--- src/rtl/plist_pkg.sv ---
// ----------------------------------------------------------------------------
// plist_pkg: shared types and codes of the positional list engine
// Request codes, status codes, the decoded request that crosses the queue
// between the front and back parts, and the fixed field widths.
// ----------------------------------------------------------------------------
package plist_pkg;

  localparam int REQ_W  = 3;
  localparam int DATA_W = 32;
  localparam int POS_W  = 8;
  localparam int CNT_W  = 5;
  localparam int STAT_W = 2;

  // Request type codes on the input port.
  localparam logic [REQ_W-1:0] REQ_INS_FRONT = 3'd0;
  localparam logic [REQ_W-1:0] REQ_INS_END   = 3'd1;
  localparam logic [REQ_W-1:0] REQ_INS_POS   = 3'd2;
  localparam logic [REQ_W-1:0] REQ_DEL_FIRST = 3'd3;
  localparam logic [REQ_W-1:0] REQ_DEL_LAST  = 3'd4;
  localparam logic [REQ_W-1:0] REQ_DEL_POS   = 3'd5;
  localparam logic [REQ_W-1:0] REQ_SEARCH    = 3'd6;
  localparam logic [REQ_W-1:0] REQ_READ_OUT  = 3'd7;

  typedef enum logic [STAT_W-1:0] {
    ST_DONE    = 2'd0,
    ST_IGNORED = 2'd1,
    ST_FULL    = 2'd2
  } status_t;

  typedef enum logic [1:0] {
    OP_INS    = 2'd0,
    OP_DEL    = 2'd1,
    OP_SEARCH = 2'd2,
    OP_READ   = 2'd3
  } op_t;

  typedef enum logic [1:0] {
    SEL_FRONT = 2'd0,
    SEL_END   = 2'd1,
    SEL_ARG   = 2'd2
  } sel_t;

  typedef struct packed {
    op_t               op;
    sel_t              sel;
    logic [DATA_W-1:0] value;
    logic [POS_W-1:0]  position;
  } req_t;

  localparam int QUEUE_DEPTH = 2;

endpackage

--- src/rtl/plist_front.sv ---
// ----------------------------------------------------------------------------
// plist_front: request decode and queue
// Accepts input transactions, classifies each one into an operation and a
// position selector, and holds them in a two-entry queue for the back part.
// ----------------------------------------------------------------------------
module plist_front import plist_pkg::*; (
  input  logic                     clk,
  input  logic                     rst_n,
  input  logic                     in_valid,
  output logic                     in_stall,
  input  logic [REQ_W-1:0]         in_req_type,
  input  logic signed [DATA_W-1:0] in_item_value,
  input  logic [POS_W-1:0]         in_item_position,
  output logic                     q_valid,
  output req_t                     q_req,
  input  logic                     q_pop
);

  localparam int QAW = $clog2(QUEUE_DEPTH);
  localparam int QCW = $clog2(QUEUE_DEPTH + 1);

  req_t           q_mem_r [QUEUE_DEPTH];
  logic [QAW-1:0] wr_ptr_r;
  logic [QAW-1:0] rd_ptr_r;
  logic [QCW-1:0] cnt_r;
  req_t           dec;
  logic           push;

  always_comb begin
    dec.value    = in_item_value;
    dec.position = in_item_position;
    unique case (in_req_type) inside
      REQ_INS_FRONT, REQ_INS_END, REQ_INS_POS: dec.op = OP_INS;
      REQ_DEL_FIRST, REQ_DEL_LAST, REQ_DEL_POS: dec.op = OP_DEL;
      REQ_SEARCH: dec.op = OP_SEARCH;
      default: dec.op = OP_READ;
    endcase
    unique case (in_req_type) inside
      REQ_INS_FRONT, REQ_DEL_FIRST: dec.sel = SEL_FRONT;
      REQ_INS_END, REQ_DEL_LAST: dec.sel = SEL_END;
      default: dec.sel = SEL_ARG;
    endcase
  end

  assign in_stall = (cnt_r == QCW'(QUEUE_DEPTH));
  assign push     = in_valid && !in_stall;
  assign q_valid  = (cnt_r != '0);
  assign q_req    = q_mem_r[rd_ptr_r];

  always_ff @(posedge clk) begin
    if (!rst_n) begin
      wr_ptr_r <= '0;
      rd_ptr_r <= '0;
      cnt_r    <= '0;
    end else begin
      if (push) begin
        q_mem_r[wr_ptr_r] <= dec;
        wr_ptr_r          <= (wr_ptr_r == QAW'(QUEUE_DEPTH - 1)) ? '0 : wr_ptr_r + 1'b1;
      end
      if (q_pop) begin
        rd_ptr_r <= (rd_ptr_r == QAW'(QUEUE_DEPTH - 1)) ? '0 : rd_ptr_r + 1'b1;
      end
      if (push && !q_pop) begin
        cnt_r <= cnt_r + 1'b1;
      end else if (q_pop && !push) begin
        cnt_r <= cnt_r - 1'b1;
      end
    end
  end

endmodule

--- src/rtl/plist_back.sv ---
// ----------------------------------------------------------------------------
// plist_back: list sequencer
// Executes one queued request at a time against the element memory: shifts
// entries one per cycle for positional inserts and deletes, scans for a
// search, walks the list for a read-out, and drives the output register.
// ----------------------------------------------------------------------------
module plist_back import plist_pkg::*; #(
  parameter int CAPACITY = 16
) (
  input  logic                     clk,
  input  logic                     rst_n,
  input  logic                     q_valid,
  input  req_t                     q_req,
  output logic                     q_pop,
  output logic                     out_valid,
  input  logic                     out_stall,
  output logic [STAT_W-1:0]        out_status,
  output logic                     out_found,
  output logic [CNT_W-1:0]         out_hit_position,
  output logic signed [DATA_W-1:0] out_elem_value,
  output logic                     out_elem_valid,
  output logic [CNT_W-1:0]         out_length_now,
  output logic                     out_last
);

  localparam int LW = $clog2(CAPACITY + 1);
  localparam int AW = $clog2(CAPACITY);
  localparam int PW = ((LW > POS_W) ? LW : POS_W) + 1;

  typedef enum logic [6:0] {
    S_IDLE  = 7'b0000001,
    S_MOVE  = 7'b0000010,
    S_DRAIN = 7'b0000100,
    S_PUT   = 7'b0001000,
    S_SCAN  = 7'b0010000,
    S_EMIT  = 7'b0100000,
    S_RESP  = 7'b1000000
  } state_t;

  state_t            state_r;
  logic [LW-1:0]     len_r;
  logic [LW-1:0]     idx_r;
  logic [LW-1:0]     end_r;
  logic              dir_up_r;
  logic [DATA_W-1:0] val_r;
  logic              wb_vld_r;
  logic [AW-1:0]     wb_addr_r;
  logic              cmp_vld_r;
  logic [LW-1:0]     cmp_idx_r;
  status_t           rsp_status_r;
  logic              rsp_found_r;
  logic [LW-1:0]     rsp_hit_r;
  logic [DATA_W-1:0] rsp_value_r;
  logic              rsp_valid_r;

  logic [DATA_W-1:0] mem [CAPACITY];
  logic [DATA_W-1:0] rd_data_r;
  logic [AW-1:0]     rd_addr;
  logic              mem_we;
  logic [AW-1:0]     mem_waddr;
  logic [DATA_W-1:0] mem_wdata;

  logic              out_valid_r;
  status_t           out_status_r;
  logic              out_found_r;
  logic [CNT_W-1:0]  out_hit_r;
  logic [DATA_W-1:0] out_value_r;
  logic              out_elem_valid_r;
  logic [CNT_W-1:0]  out_len_r;
  logic              out_last_r;

  logic              out_ready;
  logic              out_load;
  logic [PW-1:0]     len_ext;
  logic [PW-1:0]     ins_p;
  logic [PW-1:0]     del_p;
  logic              full;
  logic              ins_bad;
  logic              del_bad;
  logic [LW-1:0]     ins_idx;
  logic [LW-1:0]     del_src;
  logic [LW-1:0]     idx_nx;
  logic              emit_last;

  assign out_ready = !out_valid_r || !out_stall;
  assign out_load  = out_ready && ((state_r == S_EMIT) || (state_r == S_RESP));
  assign q_pop     = (state_r == S_IDLE) && q_valid;
  assign idx_nx    = idx_r + 1'b1;
  assign emit_last = (idx_nx == len_r);

  // Resolve the target position of the head request against the current length.
  always_comb begin
    len_ext = PW'(len_r);
    case (q_req.sel)
      SEL_FRONT: ins_p = PW'(1);
      SEL_END:   ins_p = len_ext + 1'b1;
      default:   ins_p = PW'(q_req.position);
    endcase
    case (q_req.sel)
      SEL_FRONT: del_p = PW'(1);
      SEL_END:   del_p = len_ext;
      default:   del_p = PW'(q_req.position);
    endcase
    full    = (len_r >= LW'(CAPACITY));
    ins_bad = (ins_p == '0) || (ins_p > len_ext + 1'b1);
    del_bad = (del_p == '0) || (del_p > len_ext);
    ins_idx = LW'(ins_p - 1'b1);
    del_src = LW'(del_p);
  end

  // Read address: the read-out prefetches the next element once the current
  // one leaves, so results stream at one per cycle while the output is not stalled.
  always_comb begin
    case (state_r)
      S_MOVE, S_SCAN: rd_addr = idx_r[AW-1:0];
      S_EMIT: rd_addr = (out_ready && !emit_last) ? idx_nx[AW-1:0] : idx_r[AW-1:0];
      default: rd_addr = '0;
    endcase
  end

  assign mem_we    = wb_vld_r || (state_r == S_PUT);
  assign mem_waddr = (state_r == S_PUT) ? end_r[AW-1:0] : wb_addr_r;
  assign mem_wdata = (state_r == S_PUT) ? val_r : rd_data_r;

  always_ff @(posedge clk) begin
    if (mem_we) begin
      mem[mem_waddr] <= mem_wdata;
    end
    rd_data_r <= mem[rd_addr];
  end

  always_ff @(posedge clk) begin
    if (!rst_n) begin
      state_r     <= S_IDLE;
      len_r       <= '0;
      wb_vld_r    <= 1'b0;
      cmp_vld_r   <= 1'b0;
      out_valid_r <= 1'b0;
    end else begin
      if (out_load) begin
        out_valid_r <= 1'b1;
      end else if (!out_stall) begin
        out_valid_r <= 1'b0;
      end
      unique case (state_r)
        S_IDLE: begin
          if (q_valid) begin
            val_r        <= q_req.value;
            rsp_found_r  <= 1'b0;
            rsp_hit_r    <= '0;
            rsp_value_r  <= '0;
            rsp_valid_r  <= 1'b0;
            case (q_req.op)
              OP_INS: begin
                if (full) begin
                  rsp_status_r <= ST_FULL;
                  state_r      <= S_RESP;
                end else if (ins_bad) begin
                  rsp_status_r <= ST_IGNORED;
                  state_r      <= S_RESP;
                end else if (ins_idx == len_r) begin
                  rsp_status_r <= ST_DONE;
                  end_r        <= ins_idx;
                  state_r      <= S_PUT;
                end else begin
                  rsp_status_r <= ST_DONE;
                  idx_r        <= len_r - 1'b1;
                  end_r        <= ins_idx;
                  dir_up_r     <= 1'b1;
                  state_r      <= S_MOVE;
                end
              end
              OP_DEL: begin
                if (del_bad) begin
                  rsp_status_r <= ST_IGNORED;
                  state_r      <= S_RESP;
                end else if (del_src == len_r) begin
                  rsp_status_r <= ST_DONE;
                  len_r        <= len_r - 1'b1;
                  state_r      <= S_RESP;
                end else begin
                  rsp_status_r <= ST_DONE;
                  idx_r        <= del_src;
                  end_r        <= len_r - 1'b1;
                  dir_up_r     <= 1'b0;
                  state_r      <= S_MOVE;
                end
              end
              OP_SEARCH: begin
                rsp_status_r <= ST_DONE;
                idx_r        <= '0;
                cmp_vld_r    <= 1'b0;
                state_r      <= S_SCAN;
              end
              default: begin
                if (len_r == '0) begin
                  rsp_status_r <= ST_IGNORED;
                  state_r      <= S_RESP;
                end else begin
                  idx_r   <= '0;
                  state_r <= S_EMIT;
                end
              end
            endcase
          end
        end
        S_MOVE: begin
          // Each entry read here is written one slot over in the next cycle.
          wb_vld_r  <= 1'b1;
          wb_addr_r <= dir_up_r ? AW'(idx_r + 1'b1) : AW'(idx_r - 1'b1);
          if (idx_r == end_r) begin
            state_r <= S_DRAIN;
          end else begin
            idx_r <= dir_up_r ? idx_r - 1'b1 : idx_r + 1'b1;
          end
        end
        S_DRAIN: begin
          wb_vld_r <= 1'b0;
          if (dir_up_r) begin
            state_r <= S_PUT;
          end else begin
            len_r   <= len_r - 1'b1;
            state_r <= S_RESP;
          end
        end
        S_PUT: begin
          len_r   <= len_r + 1'b1;
          state_r <= S_RESP;
        end
        S_SCAN: begin
          // rd_data_r holds the entry at cmp_idx_r, read in the previous cycle.
          if (cmp_vld_r && (rd_data_r == val_r)) begin
            rsp_found_r <= 1'b1;
            rsp_hit_r   <= cmp_idx_r + 1'b1;
            rsp_value_r <= rd_data_r;
            rsp_valid_r <= 1'b1;
            cmp_vld_r   <= 1'b0;
            state_r     <= S_RESP;
          end else if (idx_r == len_r) begin
            cmp_vld_r <= 1'b0;
            state_r   <= S_RESP;
          end else begin
            cmp_vld_r <= 1'b1;
            cmp_idx_r <= idx_r;
            idx_r     <= idx_nx;
          end
        end
        S_EMIT: begin
          if (out_ready) begin
            out_status_r     <= ST_DONE;
            out_found_r      <= 1'b0;
            out_hit_r        <= '0;
            out_value_r      <= rd_data_r;
            out_elem_valid_r <= 1'b1;
            out_len_r        <= CNT_W'(len_r);
            out_last_r       <= emit_last;
            if (emit_last) begin
              state_r <= S_IDLE;
            end else begin
              idx_r <= idx_nx;
            end
          end
        end
        S_RESP: begin
          if (out_ready) begin
            out_status_r     <= rsp_status_r;
            out_found_r      <= rsp_found_r;
            out_hit_r        <= CNT_W'(rsp_hit_r);
            out_value_r      <= rsp_value_r;
            out_elem_valid_r <= rsp_valid_r;
            out_len_r        <= CNT_W'(len_r);
            out_last_r       <= 1'b1;
            state_r          <= S_IDLE;
          end
        end
        default: state_r <= S_IDLE;
      endcase
    end
  end

  assign out_valid        = out_valid_r;
  assign out_status       = out_status_r;
  assign out_found        = out_found_r;
  assign out_hit_position = out_hit_r;
  assign out_elem_value   = out_value_r;
  assign out_elem_valid   = out_elem_valid_r;
  assign out_length_now   = out_len_r;
  assign out_last         = out_last_r;

endmodule

--- src/rtl/positional_list_engine.sv ---
// ----------------------------------------------------------------------------
// positional_list_engine: ordered list of signed 32-bit values
// Top level joining the request front end and the list sequencer.
// ----------------------------------------------------------------------------
// The list lives packed in a memory of CAPACITY words with one read and one
// write port. Requests enter a two-entry queue and are executed one at a time.
// Inserting at 1-based position p moves each entry from p on up one slot,
// drains the last write, writes the new value and issues the result;
// appending writes the value at once. Deleting position p moves each later
// entry down one slot, drains and issues the result; deleting the last
// element only shortens the list. A search scans from the first element and
// stops early on a hit. A read-out delivers one transaction per element per
// cycle while the output is not stalled. Refused or ignored requests only
// issue the result. Results pass through an output register; a stalled
// result holds the sequencer; the queue still takes up to two more requests.
// ----------------------------------------------------------------------------
module positional_list_engine import plist_pkg::*; #(
  parameter int CAPACITY = 16
) (
  input  logic                     clk,
  input  logic                     rst_n,
  input  logic                     in_valid,
  output logic                     in_stall,
  input  logic [REQ_W-1:0]         in_req_type,
  input  logic signed [DATA_W-1:0] in_item_value,
  input  logic [POS_W-1:0]         in_item_position,
  output logic                     out_valid,
  input  logic                     out_stall,
  output logic [STAT_W-1:0]        out_status,
  output logic                     out_found,
  output logic [CNT_W-1:0]         out_hit_position,
  output logic signed [DATA_W-1:0] out_elem_value,
  output logic                     out_elem_valid,
  output logic [CNT_W-1:0]         out_length_now,
  output logic                     out_last
);

  logic q_valid;
  req_t q_req;
  logic q_pop;

  plist_front u_front (
    .clk              (clk),
    .rst_n            (rst_n),
    .in_valid         (in_valid),
    .in_stall         (in_stall),
    .in_req_type      (in_req_type),
    .in_item_value    (in_item_value),
    .in_item_position (in_item_position),
    .q_valid          (q_valid),
    .q_req            (q_req),
    .q_pop            (q_pop)
  );

  plist_back #(
    .CAPACITY (CAPACITY)
  ) u_back (
    .clk              (clk),
    .rst_n            (rst_n),
    .q_valid          (q_valid),
    .q_req            (q_req),
    .q_pop            (q_pop),
    .out_valid        (out_valid),
    .out_stall        (out_stall),
    .out_status       (out_status),
    .out_found        (out_found),
    .out_hit_position (out_hit_position),
    .out_elem_value   (out_elem_value),
    .out_elem_valid   (out_elem_valid),
    .out_length_now   (out_length_now),
    .out_last         (out_last)
  );

endmodule
--- config.mk ---
export PLATFORM = sky130hd
export DESIGN_NAME = positional_list_engine
export DESIGN_NICKNAME = d
export VERILOG_FILES = /design/src/rtl/plist_pkg.sv /design/src/rtl/plist_front.sv /design/src/rtl/plist_back.sv /design/src/rtl/positional_list_engine.sv
export SDC_FILE = /design/constraint.sdc
export NUM_CORES = 1
export LEC_CHECK = 0
export BUFFER_PORTS_ARGS = -buffer_cell sky130_fd_sc_hd__buf_2
export CORE_ASPECT_RATIO = 1.2
export CORE_MARGIN = 3
export CORE_UTILIZATION = 35
export DETAILED_ROUTE_END_ITERATION = 8
export MAX_ROUTING_LAYER = met4
export SYNTH_ARGS = -nofsm -noshare
export SYNTH_HDL_FRONTEND = slang
export SYNTH_SLANG_ARGS = --single-unit
--- constraint.sdc ---
create_clock -name clk -period 5.15 [get_ports clk]
set_input_delay 0.2575 -clock clk [delete_from_list [all_inputs] [get_ports clk]]
set_output_delay 0.2575 -clock clk [all_outputs]
set_load 0.005 [all_outputs]
Yosys cells after proc, flatten, opt, wreduce, memory -nomap -nowiden. Memories as Yosys holds them, arrays and structs flattened. A register that Yosys moved wholly into a read port is not among the register bits. Index checks and enable logic that the tools add are counted.

Magnitude comparators: 3. Equal/unequal tests: 51. Add/sub/neg operators: 11. Reductions and logical operators: 52. Bitwise gates (word level): 2. Divide/modulo/power cells: 0. Shift operators: 0. Multiplexer cells: 106. Multiply operators: 0.

Operators with widths (count): $mux W32 (5); $mux W5 (26); $pmux W32 S2 (2); $mux W7 (13); $pmux W7 S7 (1); $eq A32 B32 Y1 (1); $pmux W8 S2 (2); $pmux W5 S2 (3); $pmux W5 S3 (2); $mux W1 (28); $ne A2 B2 Y1 const B (14); $eq A5 B5 Y1 (5); $pmux W7 S3 (1); $pmux W5 S4 (1); $logic_not A9 Y1 (2); $mux W4 (4); $reduce_and A4 Y1 (4); $add A5 B1 Y5 const B (3); $ne A3 B3 Y1 const B (5); $sub A5 B1 Y5 const B (3); $ne A2 B1 Y1 const B (7); $pmux W1 S2 (7); $reduce_and A14 Y1 (1); $mux W2 (6); other kinds (41) (79).

Logic and storage cells: 252. Bits in latches: 0. Output and inout bits: 49. Bits in writable memories: 600. Memories: 2. Bits of input ports: 47. Register bits after elaboration: 158. ROM bits: 0.

Memory list: u_back.mem (depth 16, width 32, read ports 1, clocked after memory_dff 1, wr ports 1, RTL line plist_back.sv:56) `logic [DATA_W-1:0] mem [CAPACITY];`; u_front.q_mem_r (depth 2, width 44, read ports 1, clocked after memory_dff 1, wr ports 1, RTL line plist_front.sv:22) `req_t q_mem_r [QUEUE_DEPTH];`.

Depth between registers and ports, before layout.
Word-level depth: 10. Depth in mapped cells: 15. Depth with buffers taken out: 14.

Hierarchy. From an unflattened synthesis, not the netlist that was laid out.

Cell total of the unflattened synthesis: 2122. Area total of the unflattened synthesis: 32656.3 um2.

By module, submodules not included: plist_back (cells an instance 1955, area an instance 29205.5 um2, instances 1, sequential area each 20489.7 um2); plist_front (cells an instance 167, area an instance 3450.8 um2, instances 1, sequential area each 2742.6 um2).

Least setup slack after synthesis. No wires, ideal clock.

Path type: reg2reg. Start point: register u_back.state_r[1]. End point: register u_back.out_elem_valid_r (netlist: u_back.out_elem_valid), enable pin. Period minus slack after synthesis: 5.568 ns. Path buffers: 0. Setup slack: -0.418 ns. Data arrival time: 5.022 ns. Stages on the path, launching flop included: 4. Required time: 4.604 ns. Library setup time: 0.546 ns. Cells stage by stage: dfxtp_1 > nor4_2 > nand2_1 > nor4_1.

Longest elaborated chain between the ends: 3. Elaborated cells between the ends (all ways): 6. Classes of those cells: eq/ne (4); reduce/logical (2).

Ends and longest elaborated chain: from (decl) (RTL line plist_back.sv:40) `state_t state_r;`; from (signal assigned) (RTL line plist_back.sv:134) `state_r <= S_IDLE;`; from (signal assigned) (RTL line plist_back.sv:157) `state_r <= S_RESP;`; from (signal assigned) (RTL line plist_back.sv:160) `state_r <= S_RESP;`; $eq A7 B6 Y1 / $eq A7 B7 Y1 (equally long branches) (RTL line plist_back.sv:145) `unique case (state_r)`; $ne A2 B1 Y1 (no line) / $reduce_bool A2 Y1 (equally long branches); $reduce_and A4 Y1 (no line) *; to (signal assigned) (RTL line plist_back.sv:270) `out_elem_valid_r <= rsp_valid_r;`; to (decl) (RTL line plist_back.sv:68) `logic out_elem_valid_r;`.

Every way passes the cells marked *; elsewhere a longest branch is shown, timed or not. A chain may end at the register's enable or synchronous reset.

Worst setup path after layout.
Start point: register u_back.len_r[0]. End point: register u_back.idx_r[1], enable pin.

Longest elaborated chain between the ends: 6. Elaborated cells between the ends (all ways): 25. Classes of those cells: add/sub (2); order compare (3); eq/ne (12); mux (2); reduce/logical (6).

Ends and longest elaborated chain: from (decl) (RTL line plist_back.sv:41) `logic [LW-1:0] len_r;`; from (signal assigned) (RTL line plist_back.sv:179) `len_r <= len_r - 1'b1;`; from (signal assigned) (RTL line plist_back.sv:222) `len_r <= len_r - 1'b1;`; from (signal assigned) (RTL line plist_back.sv:227) `len_r <= len_r + 1'b1;`; $add A5 B1 Y6 (RTL line plist_back.sv:96, plist_back.sv:105); $pmux W8 S2 (RTL line plist_back.sv:94) `case (q_req.sel)`; $sub A5 B1 Y5 (tied with other cells) (RTL line plist_back.sv:107) `ins_idx = LW'(ins_p - 1'b1);`; $eq A5 B5 Y1 / $logic_or A1 B1 Y1 (equally long branches) (RTL line plist_back.sv:161, plist_back.sv:105); $ne A3 B3 Y1 (no line); $reduce_and A14 Y1 (no line) *; to (signal assigned) (RTL line plist_back.sv:167) `idx_r <= len_r - 1'b1;`; to (signal assigned) (RTL line plist_back.sv:183) `idx_r <= del_src;`; to (signal assigned) (RTL line plist_back.sv:214) `idx_r <= dir_up_r ? idx_r - 1'b1 : idx_r + 1'b1;`; to (decl) (RTL line plist_back.sv:42) `logic [LW-1:0] idx_r;`.

Marks and branches as above.

==> reports/metrics.cfg <==
[layout]
final_net_count=2211
area_growth_syn_to_layout_pct=15.1
fin_cells=3454
area.sequential_mm2=0.0232
finish.instance_area_mm2=0.0382
fin_util_pct=40.7
antennaDiodeCount=0
fillers=8471
multi_input_area_mm2=0.00921
drive_gt1_share_pct=18.8

[power_and_ir_drop]
clkPwrFrac_pct=31.5
p_leak_nw=11.9
p_comb_share_pct=19.4
pwr-share-seq_pct=49.1
intPower_mw=12.3
p_sw_mw=4.64
vdd_drop_max_v=0.000295
power.total_mw=16.9
swShare_pct=27.4
p_per_area_mw_per_mm2=443

[sta]
tightest_slew_ns=1.02
tns_ns=0
hold_viol=0
finalSetupViolCount=0
rsz0062_at_grt=no
maxSlewViolCount=0
worst_slack_ns=0.542
whs_ns=0.150
max-slew-margin-rel_pct=31.6
finalCriticalPeriod_ns=4.61
timing.final.crit_share_pct=89.5
skew_ns=0.0172
fmax_mhz=217

[worst_setup_path]
cp.arrival_ns=4.83
crit_path_start_kind=flip-flop
cp-startpoint=u_back.len_r[0]$_SDFFE_PN0P_
worst-path-buf-inv=2
crit_end=u_back.idx_r[1]$_DFFE_PP_
worstSetupEndpointType=flip-flop
path_cells=inv_1 -> ha_1 -> a21oi_1 -> inv_1 -> ha_1 -> nor2b_1 -> o21a_1 -> o21a_1 -> o41ai_1 -> nor4b_2 -> a2bb2oi_1 -> o21ai_1 -> a221oi_1
cp.depth=13
required_ns=5.38
path_class=reg2reg
rrSetupSlack_ns=0.54
cpPeakStageDelay_ns=0.78
r2r_end=u_back.idx_r[1]$_DFFE_PP_
cp_slowest_cell=a221oi_1
reg2reg_depth=13
path_delay_family=compound AO/OA/AOI/OAI gates
regToRegStartpoint=u_back.len_r[0]$_SDFFE_PN0P_
crit_fanout=10

[floorplanning]
core_area_mm2=0.0939
die_w_um=287
io_pins=96
rows=123
fp.dieH_um=344
initial_core_util_pct=35.4
dieArea_mm2=0.0987

[clock_network]
cts.clk_slew.worst_paths_ns=0.06
cts_resized=0
cts_htree_levels=3
clkSinkCount=791
ctsLongestPathBuffers=3
cts_buffers=72
worstSkewPairLatency_ns=0.61
cts_post_setup_buffers_inserted=0
cts_tree=yes
cts_root_buffer=clkbuf_16
cts_hold_buf=44

[route]
vias_per_cell=4.93
drt_wl_total_mm=74.7
ant_nets=0
wl_per_cell_um=21.6
drt_iter0_drc=1005
drtPass1Iterations=5
drc=0
vias=17000

[yosys]
synthCells=1947
ys_ff_latch=791
netlist_top_cells_count=edfxtp_1 (739), mux2i_1 (488), mux2_2 (101)
syn_area_per_cell_um2=17.1
ys_seq_area_share_pct=69.9
yosys.area.top_type=edfxtp_1
synth-edff-count=739
netlist_area_mm2=0.0332
syn-num-nets=2012
ys_warn_count=0
async_reset_ff_share_pct=0
synth_top_area_share_pct=66.8
synth_area_leaders=edfxtp_1 (67%), mux2i_1 (15%), mux2_2 (3.4%)
synth_most_common_cell=edfxtp_1
ys.flop_type=edfxtp_1
synth.distinct_cells=75

[placed_design]
io_buffers=95
gp_congestion=0.873
dp_slack_ns=0.561
dp_hpwl_mm=46.1
dp_cells=3278
placedInstanceArea_mm2=0.0355

[worst_hold_path]
hp-class=in2reg

[global_route]
overflow=0
antenna_found_initial=0
grt_pass1_vias=17700
grt_max_degree=45
grt_usage_pct=15.6
grt_pass1_wl_mm=112

[flow_run]
drv_cap=0

[run_status]
status=completed

layout by cell type, fill, tap and decap left out, types with 5 or more instances in the layout:
cell type / netlist / routed
o21ai_1: 7 / 7
nand2b_1: 6 / 6
clkinv_1: 1 / 12
dfxtp_1: 52 / 51
clkbuf_16: 0 / 76
bufinv_16: 0 / 7
buf_12: 22 / 24
a21oi_1: 14 / 14
mux2_2: 101 / 101
buf_2: 17 / 95
mux2i_1: 488 / 488
and3_1: 11 / 10
xor2_1: 17 / 17
o211ai_1: 8 / 8
xnor2_1: 57 / 57
nand2_1: 38 / 38
inv_1: 27 / 27
a32o_1: 5 / 5
o21ai_0: 17 / 17
nand4_1: 10 / 10
nor3b_1: 5 / 5
buf_4: 1 / 51
a31oi_1: 18 / 16
clkbuf_1: 22 / 16
nor4_1: 7 / 6
nor2_1: 65 / 45
nor2b_1: 7 / 7
ha_1: 18 / 18
dlygate4sd3_1: 0 / 44
edfxtp_1: 739 / 739
nand3_1: 20 / 20
clkinv_2: 0 / 15
nor3_1: 13 / 13
nor2_4: 0 / 20
and2_1: 48 / 48
worst register-to-register path, stage by stage, from the launching register on:
cell and delay, ns:
dfxtp_1 0.58, inv_1 0.18, ha_1 0.39, a21oi_1 0.27, inv_1 0.08, ha_1 0.31, nor2b_1 0.14, o21a_1 0.16
o21a_1 0.16, o41ai_1 0.27, nor4b_2 0.53, a2bb2oi_1 0.28, o21ai_1 0.10, a221oi_1 0.78
layer usage:
layer / vias up / GRT usage, % / part of all wire, %
met5: - / - / 0
met4: 0 / 5.37 / 2.6
met3: 96 / 1.87 / 3.5
met2: 349 / 27.7 / 53
met1: 8683 / 18.2 / 41
li1: 7900 / - / -
sequential cells by signal, indices dropped and copies added (netlist names), 2 cells and up, named ones only:
name and cells:
u_back.out_status 2, u_back.rsp_value_r 32, u_back.rsp_hit_r 5, u_back.rsp_status_r 2, u_back.end_r 5, u_back.state_r 7
u_back.val_r 32, u_back.idx_r 5, u_back.len_r 5, u_front.q_mem_r 88, u_back.out_hit_position 5, u_front.cnt_r 2
u_back.out_elem_value 32, u_back.wb_addr_r 4, u_back.mem 512, u_back.out_length_now 5, u_back.rd_data_r 32, u_back.cmp_idx_r 5
area by class of cell:
type / instances / area share [%]
Tap cell: 1250 / 4.09
Multi-Input combinational cell: 1038 / 24.1
Inverter: 29 / 0.285
Clock inverter: 40 / 1.02
Timing Repair Buffer: 214 / 4.65
Clock buffer: 92 / 5.13
Sequential cell: 791 / 60.7
logic make-up after synthesis:
family	synth area share, %
DFF	69.9
muxes	18.1
and+or+nand+nor	3.89
buffers and inverters	2.98
AOI/OAI and AO/OA	2.36
xor gates and xnor gates	2.05
adders and majority gates	0.678
worst min-delay path by stage:
stage,start,end,slack (ns),cells after the start
4_1_cts,in_valid,u_front.wr_ptr_r$_SDFFE_PN0P_,0.10,4
3_5_place_dp,in_item_value[11],u_front.q_mem_r[0][19]$_DFFE_PP_,0.45,1
3_3_place_gp,in_item_value[20],u_front.q_mem_r[0][28]$_DFFE_PP_,0.45,1
5_1_grt,in_valid,u_front.wr_ptr_r$_SDFFE_PN0P_,0.15,4
2_1_floorplan,in_item_position[0],u_front.q_mem_r[0][0]$_DFFE_PP_,0.36,0
6_report,in_valid,u_front.wr_ptr_r$_SDFFE_PN0P_,0.15,4
power groups by stage:
stage          Combinational, mW  Sequential, mW  Clock [mW]
6_report                    3.29            8.32        5.34
5_1_grt                     3.59            8.36        5.72
4_1_cts                     3.32            8.32        5.47
3_5_place_dp                3.26            8.44           0
3_3_place_gp                3.21            8.44           0
2_1_floorplan               2.42            8.22           0
No activity file was read; power rests on OpenSTA's default activity.
